--- src/design/trpr_pkg.sv ---
// ----------------------------------------------------------------------------
// trpr_pkg
// Shared types and constants for the tap pattern record/replay unit.
// ----------------------------------------------------------------------------
`default_nettype none

package trpr_pkg;

  localparam int PAT_W     = 64;   // pattern field width
  localparam int PAT_IDX_W = 6;    // bit index into a pattern word
  localparam int DEV_W     = 8;    // device id width
  localparam int SEQ_W     = 32;   // sequence number width
  localparam int PWM_W     = 16;   // PWM compare width
  localparam int OP_W      = 2;

  localparam int PATTERN_LEN_DEF = 64;
  localparam int NUM_DEVICES_DEF = 256;

  // operation codes
  localparam logic [OP_W-1:0] OP_TICK  = 2'd0;
  localparam logic [OP_W-1:0] OP_PRESS = 2'd1;
  localparam logic [OP_W-1:0] OP_RX    = 2'd2;

  localparam logic [DEV_W-1:0] TAP_PREAMBLE = 8'hF0;

  // register indexes (byte address = 4 * index)
  localparam logic [1:0] REG_OWN_ID    = 2'd0;
  localparam logic [1:0] REG_PWM_ON    = 2'd1;
  localparam logic [1:0] REG_START_SEQ = 2'd2;

  // classified item passed from front to back
  typedef struct packed {
    logic [OP_W-1:0]  op;
    logic             level;
    logic             pairing;
    logic             preamble_ok;
    logic [DEV_W-1:0] slot;        // table slot: sender for rx, own entry otherwise
    logic [SEQ_W-1:0] rx_sequence;
    logic [PAT_W-1:0] rx_pattern;
  } item_t;

  // direct write of the own table entry from the register port
  typedef struct packed {
    logic             we;
    logic [DEV_W-1:0] slot;
    logic [SEQ_W-1:0] data;
  } seq_wr_t;

endpackage

`default_nettype wire

--- src/design/trpr_front.sv ---
// ----------------------------------------------------------------------------
// trpr_front
// Accepts items, maps device ids to table slots and queues them (2 deep).
// ----------------------------------------------------------------------------
`default_nettype none

module trpr_front
  import trpr_pkg::*;
#(
  parameter int NUM_DEVICES = NUM_DEVICES_DEF
) (
  input  wire logic             clk,
  input  wire logic             rst_n,
  input  wire logic             in_valid,
  output logic                  in_ready,
  input  wire logic [OP_W-1:0]  in_operation,
  input  wire logic             in_button_level,
  input  wire logic             in_pairing_active,
  input  wire logic [DEV_W-1:0] in_rx_preamble,
  input  wire logic [DEV_W-1:0] in_rx_device,
  input  wire logic [SEQ_W-1:0] in_rx_sequence,
  input  wire logic [PAT_W-1:0] in_rx_pattern,
  input  wire logic [DEV_W-1:0] own_id,
  output logic [DEV_W-1:0]      own_slot,
  output logic                  head_valid,
  output item_t                 head_item,
  input  wire logic             head_pop
);

  localparam int SLOT_W = (NUM_DEVICES > 1) ? $clog2(NUM_DEVICES) : 1;
  localparam int IDS    = 1 << DEV_W;

  // id -> slot table, id modulo device count
  logic [SLOT_W-1:0] slot_lut [IDS];
  for (genvar g = 0; g < IDS; g++) begin : g_lut
    assign slot_lut[g] = SLOT_W'(g % NUM_DEVICES);
  end

  item_t             cls_item;
  item_t             q_r [2];
  logic              wr_ptr_r, wr_ptr_nxt;
  logic              rd_ptr_r, rd_ptr_nxt;
  logic [1:0]        cnt_r, cnt_nxt;
  logic              push;

  assign own_slot = DEV_W'(slot_lut[own_id]);

  always_comb begin
    cls_item.op          = in_operation;
    cls_item.level       = in_button_level;
    cls_item.pairing     = in_pairing_active;
    cls_item.preamble_ok = (in_rx_preamble == TAP_PREAMBLE);
    cls_item.slot        = (in_operation == OP_RX) ? DEV_W'(slot_lut[in_rx_device])
                                                   : own_slot;
    cls_item.rx_sequence = in_rx_sequence;
    cls_item.rx_pattern  = in_rx_pattern;
  end

  assign in_ready   = (cnt_r != 2'd2);
  assign push       = in_valid && in_ready;
  assign head_valid = (cnt_r != 2'd0);
  assign head_item  = q_r[rd_ptr_r];

  always_comb begin
    wr_ptr_nxt = wr_ptr_r ^ push;
    rd_ptr_nxt = rd_ptr_r ^ head_pop;
    cnt_nxt    = cnt_r + {1'b0, push} - {1'b0, head_pop};
  end

  always_ff @(posedge clk) begin
    if (!rst_n) begin
      wr_ptr_r <= 1'b0;
      rd_ptr_r <= 1'b0;
      cnt_r    <= 2'd0;
    end else begin
      wr_ptr_r <= wr_ptr_nxt;
      rd_ptr_r <= rd_ptr_nxt;
      cnt_r    <= cnt_nxt;
    end
  end

  always_ff @(posedge clk) begin
    if (push) begin
      q_r[wr_ptr_r] <= cls_item;
    end
  end

endmodule

`default_nettype wire

--- config.mk ---
export PLATFORM = sky130hd
export DESIGN_NAME = trpr_front
export DESIGN_NICKNAME = d
export VERILOG_FILES = /design/src/design/trpr_pkg.sv /design/src/design/trpr_front.sv
export SDC_FILE = /design/constraint.sdc
export NUM_CORES = 1
export LEC_CHECK = 0
export BUFFER_PORTS_ARGS = -buffer_cell sky130_fd_sc_hd__buf_2
export CAP_MARGIN = 20
export CORE_MARGIN = 2
export CORE_UTILIZATION = 28
export CTS_BUF_LIST = sky130_fd_sc_hd__clkbuf_4
export CTS_CLUSTER_SIZE = 10
export DETAILED_ROUTE_END_ITERATION = 16
export SLEW_MARGIN = 20
export SYNTH_ARGS = -nofsm -noshare
export SYNTH_HDL_FRONTEND = slang
export SYNTH_SLANG_ARGS = --single-unit
export TNS_END_PERCENT = 10
--- constraint.sdc ---
create_clock -name clk -period 5.5 [get_ports clk]
set_input_delay 0.55 -clock clk [delete_from_list [all_inputs] [get_ports clk]]
set_output_delay 0.55 -clock clk [all_outputs]
set_load 0.005 [all_outputs]
* After elaboration in Yosys (flattened, before gate mapping)
Memory sizes are Yosys's and may differ from the RTL's. A register that Yosys moved wholly into a read port is not among the register bits. Index checks and enable logic that the tools add are counted.
Cells by class: add/sub/neg operators 2, order comparisons 2, mux-type cells 8, eq/ne operators 3, reductions and logical operators 2, bitwise logic cells 4
Operators by type and width (number):
- 2-to-1 mux 8 bit | 5
- >= comparator 9 bit (second input constant) | 2
- inverter 8 -> 9 bit | 2
- equality test 8 bit (second input constant) | 1
- 2-to-1 mux 1 bit | 3
- adder 2 x 1 -> 2 bit | 1
- equality test 2 bit (second input constant) | 1
- inequality test 2 bit (second input constant) | 1
- nonzero test 2 bit | 1
- subtractor 2 x 1 -> 2 bit | 1
- XOR 1 bit | 2
- logical AND 1 bit | 1
Word-level totals: memories kept 3, memory bits (writable) 218, input bits 128, word-level logic and storage cells 27, register bits 4, bits in read-only memories 4096, output and inout bits 119
Memory list:
- (no name shown) | depth 256, width 8, rd ports 1, clocked after Yosys merged registers in 0, wr ports 0, line trpr_front.sv:53 | cls_item.slot = (in_operation == OP_RX) ? DEV_W'(slot_lut[in_rx_device])
- (no name shown) | depth 256, width 8, rd ports 1, clocked after Yosys merged registers in 0, wr ports 0, line trpr_front.sv:46 | assign own_slot = DEV_W'(slot_lut[own_id]);
- q_r | depth 2, width 109, rd ports 1, clocked after Yosys merged registers in 1, wr ports 1, line trpr_front.sv:40 | item_t q_r [2];

* Longest topological paths before layout
Gate-level depths: netlist (run 1).
depth in word-level cells 5, depth in mapped cells 6, depth with buffers taken out 6

* Worst setup path before layout (run 1)
Ideal clock, no wire load.
kind input to register, start input port in_valid, end memory q_r[1][0] in the netlist's numbering, enable pin, library setup time 578 ps, stages 2, path slack -251 ps, data arrival time 5173 ps, path through nand2_1 -> nor2_1
On the way: word-level cells in the longest chain between the ends 3
Ends and longest elaborated chain:
- start: declaration | line trpr_front.sv:14 | input wire logic in_valid,
- logical AND 1 bit | line trpr_front.sv:60 | assign push = in_valid && in_ready;
- 2-to-1 mux 1 bit | line trpr_front.sv:83 | if (push) begin
- 2-to-1 mux 1 bit (not written as such) | line trpr_front.sv:84 | q_r[wr_ptr_r] <= cls_item;
- end: declaration | line trpr_front.sv:40
Every way passes these cells.

==> run metrics, run 1 <==
grt met1 use=12.6%; remaining antenna violation count after routing=0; final-report hold violation count=0; critical path arrival=2.48 ns; crit end category=output port; Overall Power=3.99 mW; worst reg-to-reg path cell count=5; CTS Root Cell=clkbuf_4; GP Congestion=0.689; fmax=330 MHz; initial core utilization=28.3%; critical path type=reg -> out; top cell type by total area after synthesis=edfxtp_1; vias per std cell=4.09; Hold WC Path Type=in -> reg; CTS-repair resized insts=0; slew of the pin with the lowest slew margin=around 0.96 ns; Power Density=365 nW/µm²; Placement Rows=63; reg-to-reg endpoint=q_r[0][54]; FF+latch count, synth=223; DR vias=4,642; global routing's busiest layer=met2; Clock Pin Slew Worst Setup and Hold Paths=0.06 ns; Post-Syn Instances=~390; Crit Path Max Fanout=41; drt total wl=16,900 µm; largest net degree at the start of global routing=65; post-DP HPWL=10,600 µm; DR pass1 iterations=6; Die W=roughly 180 µm; layout cell share with drive strength beyond 1=62.4%; WHS Path Cells=1; synthesis-to-finish area growth=31.3%; H-tree depth=2; post-synthesis cell area=8310 µm²; DRC Markers=0; starting DRC count in detailed routing=163; Worst Skew=0.0230 ns; global route overflow=0; min-delay src=in_rx_pattern[19]; Clock Latency Late Sink=roughly 0.64 ns; Final period util=between 50% and 60%; Design Area, Final=10,900 µm²; Post-DP Area=9960 µm²; # Post-CTS Setup Buffers=0; WHS Endpoint=q_r[1][19]; wire length per cell=roughly 15 µm; CTS Sinks=223; CTS tree=yes; hold buffers post-CTS=21; Max Buffers Root-to-Sink=3; first-pass GRT wire length=25,300 µm; Mean Syn Cell Area=21.6 µm²; top_reg_cell synth=edfxtp_1; status=complete, no violations; share of flip-flops with an asynchronous set or reset=0%; Leakage=4.16 nW; core area=slightly below 30,000 µm²; CTS Buf Count=60; vias in the first global route=between 4,000 and 5,000; Post-synth EDFFs=218; GR Util All Layers=10.6%; Seq/Total Area, Yosys=between 80% and 90%; sum of negative setup slack=0 ns; most numerous cell in the Yosys netlist=edfxtp_1; Max Slew Vio Count=0; R2R Setup Slk=2.83 ns; die footprint=31,100 µm²; Setup-failing EPs final=0; RSZ-0062 raised after global routing=no; synth top area cells=edfxtp_1 79%, mux2_2 15%, mux2_4 1.8%; max-cap viol count=0; Die H=176 µm; share of the synthesized area in the top cell type=78.8%; initial antenna violation count=1; synthesized net count=515; met2 Use GR=between 10% and 20%; WP data required=4.95 ns; RR Startpoint=cnt_r[0]; distinct cell type count after synthesis=23; Critical Path Start Type=flip-flop; # IOs=247; Final min period=3.03 ns; Ys Warns=0; maximum vdd drop=0.000176 V; met3 Resource Use GR=under 10%; Post-synth top cells=218 x edfxtp_1, 107 x mux2_2, 10 x buf_2, 10 x mux2_4, 8 x buf_4; I/O Buffers=246; Nets=829; max_slew headroom=36.1%
## state kept, by name, summed over array words and instances, names as in the netlist, named ones only
register / flops
rd_ptr_r: 1
q_r: 218
wr_ptr_r: 1
cnt_r: 2
## critical path, cell delays in order, from the launching register on
cell and delay, ns:
dfxtp_4 0.73, buf_4 0.54, mux2_2 0.41, buf_2 0.13
## power breakdown
part | internal (mW) | switching (mW)
registers | 2.06 | 0.0452
clock network | 0.722 | 0.649
logic | 0.257 | 0.252
total | 3.04 | 0.946
## per-stage QoR
stage	worst slack, ns	util [%]	cells	hold WS (ns)
after floorplan	1.59	-	385	0.551
after global placement	2.61	33.8	1004	0.556
after detailed placement	2.61	33.9	1005	0.565
after CTS	2.31	37.1	1132	0.000370
after global routing	2.23	37.1	1134	0.00000910
final	2.47	37.1	1134	0.0956
## final cells by class
| cell class | count | area (µm²) |
|---|---|---|
| diodes | 1 | 2.50 |
| clock buffers | 87 | 653 |
| clock inverters | 19 | 76.3 |
| fillers | 2840 | 18500 |
| inverters | 2 | 7.51 |
| multi-input cells | 139 | 1530 |
| flip-flops and latches | 223 | 6650 |
| well taps | 390 | 488 |
| repair buffers | 273 | 1500 |
## cells by family after synthesis
| group | share of synthesized area (%) |
|---|---|
| muxes | 16.4 |
| and+or+nand+nor | 1.04 |
| AOI/OAI and AO/OA | 0.181 |
| buffers and inverters | 1.82 |
| xor gates and xnor gates | 0.211 |
| adders and majority gates | 0.301 |
| DFF | 80.0 |
## routing by layer
metal  part of all wire (%)  wire length [µm]
met1                     41              6980
met2                     48              8150
met3                    8.3              1400
met4                    2.1               352
met5                      0                 0
## layout by cell type (no fill, tap or decap)
master,Yosys,layout
buf_2,10,246
edfxtp_1,218,218
mux2_2,107,107
clkbuf_4,0,87
dlygate4sd3_1,0,22
clkinv_1,0,15
mux2_4,10,10
clkinv_2,0,4
dfxtp_1,5,4
buf_4,8,4
and2_1,3,3
nor2b_1,2,2
nand2b_1,2,2
nand2_1,2,2
inv_1,2,2
diode_2,0,1
xnor2_1,1,1
nand4_1,1,1
or4_1,1,1
nor2_1,2,1
or2_2,1,1
xor2_1,1,1
nor2_4,0,1
a21bo_2,1,1
nor3b_1,1,1
a21oi_1,1,1
mux2i_1,1,1
ha_1,2,1
ha_4,0,1
dfxtp_4,0,1
buf_12,0,1
## worst max path at each step
stage               slack [ns]             to  depth (start not counted)
finish                    2.47  head_item[20]                          3
CTS                       2.31  head_item[20]                          3
global placement          2.61     q_r[0][15]                          5
detailed placement        2.61      q_r[0][0]                          5
floorplan                 1.59      q_r[1][0]                          2
global route              2.23  head_item[20]                          3
Note: power is estimated with default switching activity, not from simulation.
==> run 2: changes to the inputs <==
- ABC_AREA: not set -> 1
- clock period: 5.5 -> 3.2 ns (I/O delays scaled with it)
==> run metrics, run 2 <==
status=complete, no violations; Multi-input gate area=1510 µm² (-1.1%); critical path arrival=2.23 ns (-0.25 ns); synth top area cells=edfxtp_1 79%, mux2_2 13%, mux2_4 1.8%; initial antenna violation count=1 (unchanged); Final period util=79.7%; Die W=176 µm (about the same); CTS Root Cell=clkbuf_4; Power Density=585 nW/µm² (+60%); CTS-repair resized insts=0 (unchanged); # IOs=247 (unchanged); Critical Path Start Type=flip-flop; registers with the most flip-flops=q_r (218), cnt_r (2); initial core utilization=28.3% (about the same); DRC Markers=0 (unchanged); final-report hold violation count=0 (unchanged); CTS tree=yes; Crit Path Max Fanout=61 (+49%); Worst Skew=0.0163 ns (-0.00670 ns); share of the synthesized area in the top cell type=78.8% (about the same); Hold WC Path Type=in -> reg; CTS Buf Count=59 (-1.7%); Mean Syn Cell Area=20.3 µm² (-6.0%); Max Slew Vio Count=0 (unchanged); I/O Buffers=246 (unchanged); share of flip-flops with an asynchronous set or reset=0% (unchanged); most numerous cell in the Yosys netlist=edfxtp_1; layout cell share with drive strength beyond 1=52.4% (-10 points); Die H=176 µm (about the same); DR pass1 iterations=5 (-1); min setup slack post-route=0.648 ns (-1.82 ns); Post-Syn Instances=410 (+6.5%); largest net degree at the start of global routing=62 (-4.6%); top cell type by total area after synthesis=edfxtp_1; commonest non-fill, non-tap cell in the layout=buf_2; RSZ-0062 raised after global routing=no; commonest non-fill, non-tap cells in the layout=246 x buf_2, 218 x edfxtp_1, 122 x dlygate4sd3_1; wire length per cell=14.3 µm (-3.6%); FF+latch count, synth=223 (unchanged); GP Congestion=0.674 (-2.1%); Leakage=4.63 nW (+12%); remaining antenna violation count after routing=0 (unchanged); CTS Sinks=223 (unchanged); Biggest register=q_r; GR Util All Layers=11.0% (+0.41 points); # Post-CTS Setup Buffers=0 (unchanged); Ys Warns=0 (unchanged); drt total wl=18,000 µm (+6.5%); Final min period=2.55 ns; maximum vdd drop=0.000231 V (+31%); post-synthesis cell area=8310 µm² (about the same); Seq/Total Area, Yosys=80.0% (about the same); register area=6650 µm² (unchanged); max_slew headroom=51.2% (+15 points); Setup-failing EPs final=0 (unchanged); Post-synth top cells=218 x edfxtp_1, 99 x mux2_2, 25 x nand2_1, 11 x nand3_1; starting DRC count in detailed routing=188 (+15%); critical path type=reg -> out; top_reg_cell synth=edfxtp_1; Max Buffers Root-to-Sink=3 (unchanged); Post-synth EDFFs=218 (unchanged); global route overflow=0 (unchanged); synthesized net count=540 (+4.9%); slew of the pin with the lowest slew margin=0.732 ns (-0.226 ns); core area=29,400 µm² (unchanged); Design Area, Final=11,900 µm² (+9.4%); fmax=392 MHz; DR vias=5,149 (+11%); Clock Pin Slew Worst Setup and Hold Paths=0.06 ns (about the same); distinct cell type count after synthesis=15 (-35%); Nets=954 (+15%); filler cell count=2,720 (-4.2%); H-tree depth=2 (unchanged); max reg flops=218 (unchanged); synthesis-to-finish area growth=43.6%; first-pass GRT wire length=26,600 µm (+4.9%); hold buffers post-CTS=122 (+480%); Post-DP Area=9990 µm² (+0.38%); dpl ws=1.28 ns (-1.32 ns); die footprint=31,100 µm² (about the same); vias per std cell=4.11 (+0.39%); Placement Rows=63 (unchanged); max-cap viol count=0 (unchanged); Clock Latency Late Sink=0.64 ns (about the same); crit end category=output port; WP data required=2.88 ns (-2.07 ns); vias in the first global route=5,415 (+12%); post-DP HPWL=10,800 µm (+2.0%)
[run 2: cell types whose count changed after synthesis, sizes merged, moves of 2 or more]
| cell | before | now |
|---|---|---|
| and2 | 3 | 0 |
| inv | 2 | 7 |
| mux2 | 117 | 109 |
| nand2 | 2 | 25 |
| nand2b | 2 | 0 |
| nand3 | 0 | 11 |
| nor2 | 2 | 8 |
| nor2b | 2 | 0 |
[run 2: path summary, 6_finish.rpt]
check | cells past startpoint | start | end | slack (ns)
max | 3 | flip-flop | head_item[46] | 0.65
min reg2reg | 2 | rd_ptr_r | rd_ptr_r | 0.51
min | 4 | in_valid | cnt_r[1] | 0.16
max reg2reg | 6 | cnt_r[0] | q_r[0][83] | 1.30
[run 2: power by group]
group / switching, mW / internal, mW
clock: 1.07 / 1.28
sequential: 0.0705 / 3.55
combinational: 0.485 / 0.532
[run 2: cells by family after synthesis]
family                   share of synthesized area (%)
flip-flops                                        80.0
multiplexers                                      15.2
AND/OR/NAND/NOR                                   2.15
buffers and inverters                             2.09
XOR/XNOR                                         0.211
adder cells (fa/ha/maj)                          0.301
AO/OA/AOI/OAI                                   0.0602
[run 2: stage by stage]
| stage | instances | TNS [ns] | total power [mW] | util, % | hold slack [ns] |
|---|---|---|---|---|---|
| floorplan | 410 | -56.26 | 4.16 | - | 0.413 |
| global placement | 1031 | 0 | 4.58 | 34.0 | 0.495 |
| detailed placement | 1031 | 0 | 4.59 | 34.0 | 0.501 |
| CTS | 1252 | 0 | 7.13 | 40.6 | 0.0910 |
| global route | 1253 | 0 | 7.38 | 40.6 | 0.116 |
| finish | 1253 | 0 | 6.98 | 40.6 | 0.160 |
[run 2: per-layer routing]
layer | share of wire (%) | global-route usage, % | vias to the layer above
met5 | 0 | 0 | -
met3 | 7.2 | 3.62 | 37
met4 | 2.0 | 4.20 | 0
li1 | - | - | 2446
met2 | 51 | 19.7 | 199
met1 | 40 | 12.0 | 2467
[run 2: critical path: stages (launching register included)]
cell     delay [ns]
dfxtp_4        0.60
buf_12         0.34
mux2_2         0.40
buf_2          0.13
[run 2: area by class of cell]
cell class	instances	area share, %
timing repair buffer	374	21.2
sequential	223	55.7
antenna	1	0.0210
clock buffer	85	5.35
multi-input combinational	158	12.7
clock inverter	14	0.671
tap	390	4.09
inverter	8	0.252
==> run 3: changes to the inputs <==
- clock period: 3.2 -> 2.2 ns (I/O delays scaled with it)
==> run metrics, run 3 (synthesis gave the netlist of run 2 again) <==
Leakage=4.73 nW (+2.0%); CTS tree=yes; Max Buffers Root-to-Sink=3 (unchanged); synthesis-to-finish area growth=46.0%; placed insts=1,032 (+0.097%); crit end category=output port; max_slew headroom=75.3% (+24 points); # Post-CTS Setup Buffers=0 (unchanged); WP data required=1.98 ns (-0.90 ns); dpl ws=0.567 ns (-0.717 ns); core area=29,400 µm² (unchanged); DRC Markers=0 (unchanged); H-tree depth=2 (unchanged); DR pass1 iterations=4 (-1); Crit Path Max Fanout=47 (-23%); maximum vdd drop=0.000395 V (+71%); initial core utilization=28.3% (unchanged); initial antenna violation count=3 (+2); status=complete, no violations; Max Slew Vio Count=0 (unchanged); cell family with most CP delay=flip-flops; slowest CP cell=dfxtp_4; Final period util=97.0%; fmax=approximately 470 MHz; layout cell share with drive strength beyond 1=53.4% (+0.93 points); vias per std cell=4.10 (-0.17%); critical path, cell by cell=buf_16 > mux2_2 > buf_2; Final min period=2.13 ns; filler cell count=2,726 (+0.22%); GP Congestion=0.688 (+2.1%); die footprint=31,100 µm² (unchanged); Placement Rows=63 (unchanged); # IOs=247 (unchanged); max-cap viol count=0 (unchanged); CTS Root Cell=clkbuf_4; slew of the pin with the lowest slew margin=0.371 ns (-0.361 ns); CTS Buf Count=61 (+3.4%); sum of negative setup slack=0 ns (unchanged); first-pass GRT wire length=28,000 µm (+5.2%); registers with the most flip-flops=q_r (218), cnt_r (2); Biggest register=q_r; RSZ-0062 raised after global routing=yes; Die H=176 µm (unchanged); Power Density=861 nW/µm² (+47%); global route overflow=0 (unchanged); starting DRC count in detailed routing=184 (-2.1%); Worst Path Buf+Inv=2 (unchanged); drt total wl=18,600 µm (+3.6%); max incr delay on CP=0.43 ns (-0.17 ns); commonest non-fill, non-tap cells in the layout=246 x buf_2, 218 x edfxtp_1, 125 x dlygate4sd3_1; remaining antenna violation count after routing=0 (unchanged); hold slack=0.295 ns (+0.135 ns); Hold WC Path Type=in -> reg; non-filler cells in the finished layout=1,270 (+1.4%); Critical Path Start Type=flip-flop; largest net degree at the start of global routing=63 (+1.6%); Setup-failing EPs final=0 (unchanged); CTS Sinks=223 (unchanged); I/O Buffers=246 (unchanged); critical path arrival=1.91 ns (-0.32 ns); GR Util All Layers=11.5% (+0.51 points); commonest non-fill, non-tap cell in the layout=buf_2; Die W=176 µm (unchanged); critical path type=reg -> out; Clock Pin Slew Worst Setup and Hold Paths=0.06 ns (about the same); Worst Skew=0.0148 ns (-0.00151 ns); post-DP HPWL=10,900 µm (+0.65%); final-report hold violation count=0 (unchanged); Overall Power=10.4 mW (+50%); vias in the first global route=5,635 (+4.1%); max reg flops=218 (unchanged); Clock Latency Late Sink=0.64 ns (about the same); DR vias=5,210 (+1.2%); min setup slack post-route=0.0669 ns (-0.581 ns); wire length per cell=14.7 µm (+2.2%); Nets=961 (+0.73%)
-- run 3: per-stage QoR --
| stage | area [µm²] | utilization (%) |
|---|---|---|
| after floorplan | 8340 | - |
| after global placement | 10100 | 34.2 |
| after detailed placement | 10100 | 34.2 |
| after CTS | 12100 | 41.1 |
| after global routing | 12100 | 41.3 |
| final | 12100 | 41.3 |
-- run 3: cell type report --
type | instances | area, µm² | share of cell area (%)
antenna | 3 | 7.51 | 0.0619
timing repair buffer | 379 | 2650 | 21.8
tap | 390 | 488 | 4.02
clock buffer | 89 | 668 | 5.51
inverter | 8 | 30.0 | 0.247
sequential | 223 | 6650 | 54.8
clock inverter | 20 | 109 | 0.897
multi-input combinational | 158 | 1530 | 12.6
-- run 3: worst paths after layout --
path,slack (ns),cells after the start,endpoint,start
worst max-delay path,0.07,3,head_item[20],flip-flop
worst min-delay path,0.30,2,q_r[0][80],in_rx_sequence[16]
worst max register to register,0.35,10,cnt_r[1],cnt_r[1]
worst min register to register,0.50,2,flip-flop,rd_ptr_r
-- run 3: repair_timing --
| item | 4_1_cts | 5_1_grt |
|---|---|---|
| cloned | 0 | 1 |
| hold buffers | 124 | 2 |
| gates resized for setup | 2 | 1 |
| hold endpoints to repair | 223 | 2 |
| setup endpoints to repair | 44 | 72 |
-- run 3: report_power, final --
group	internal [mW]	switching (mW)
Clock	1.97	1.66
Combinational	0.828	0.742
Sequential	5.15	0.0885
Total	7.95	2.49
-- run 3: routing by layer --
layer	wire [µm]	track usage, %
met5	16	0
met4	383	5.17
met3	1520	4.09
met2	9340	19.9
met1	7360	12.7
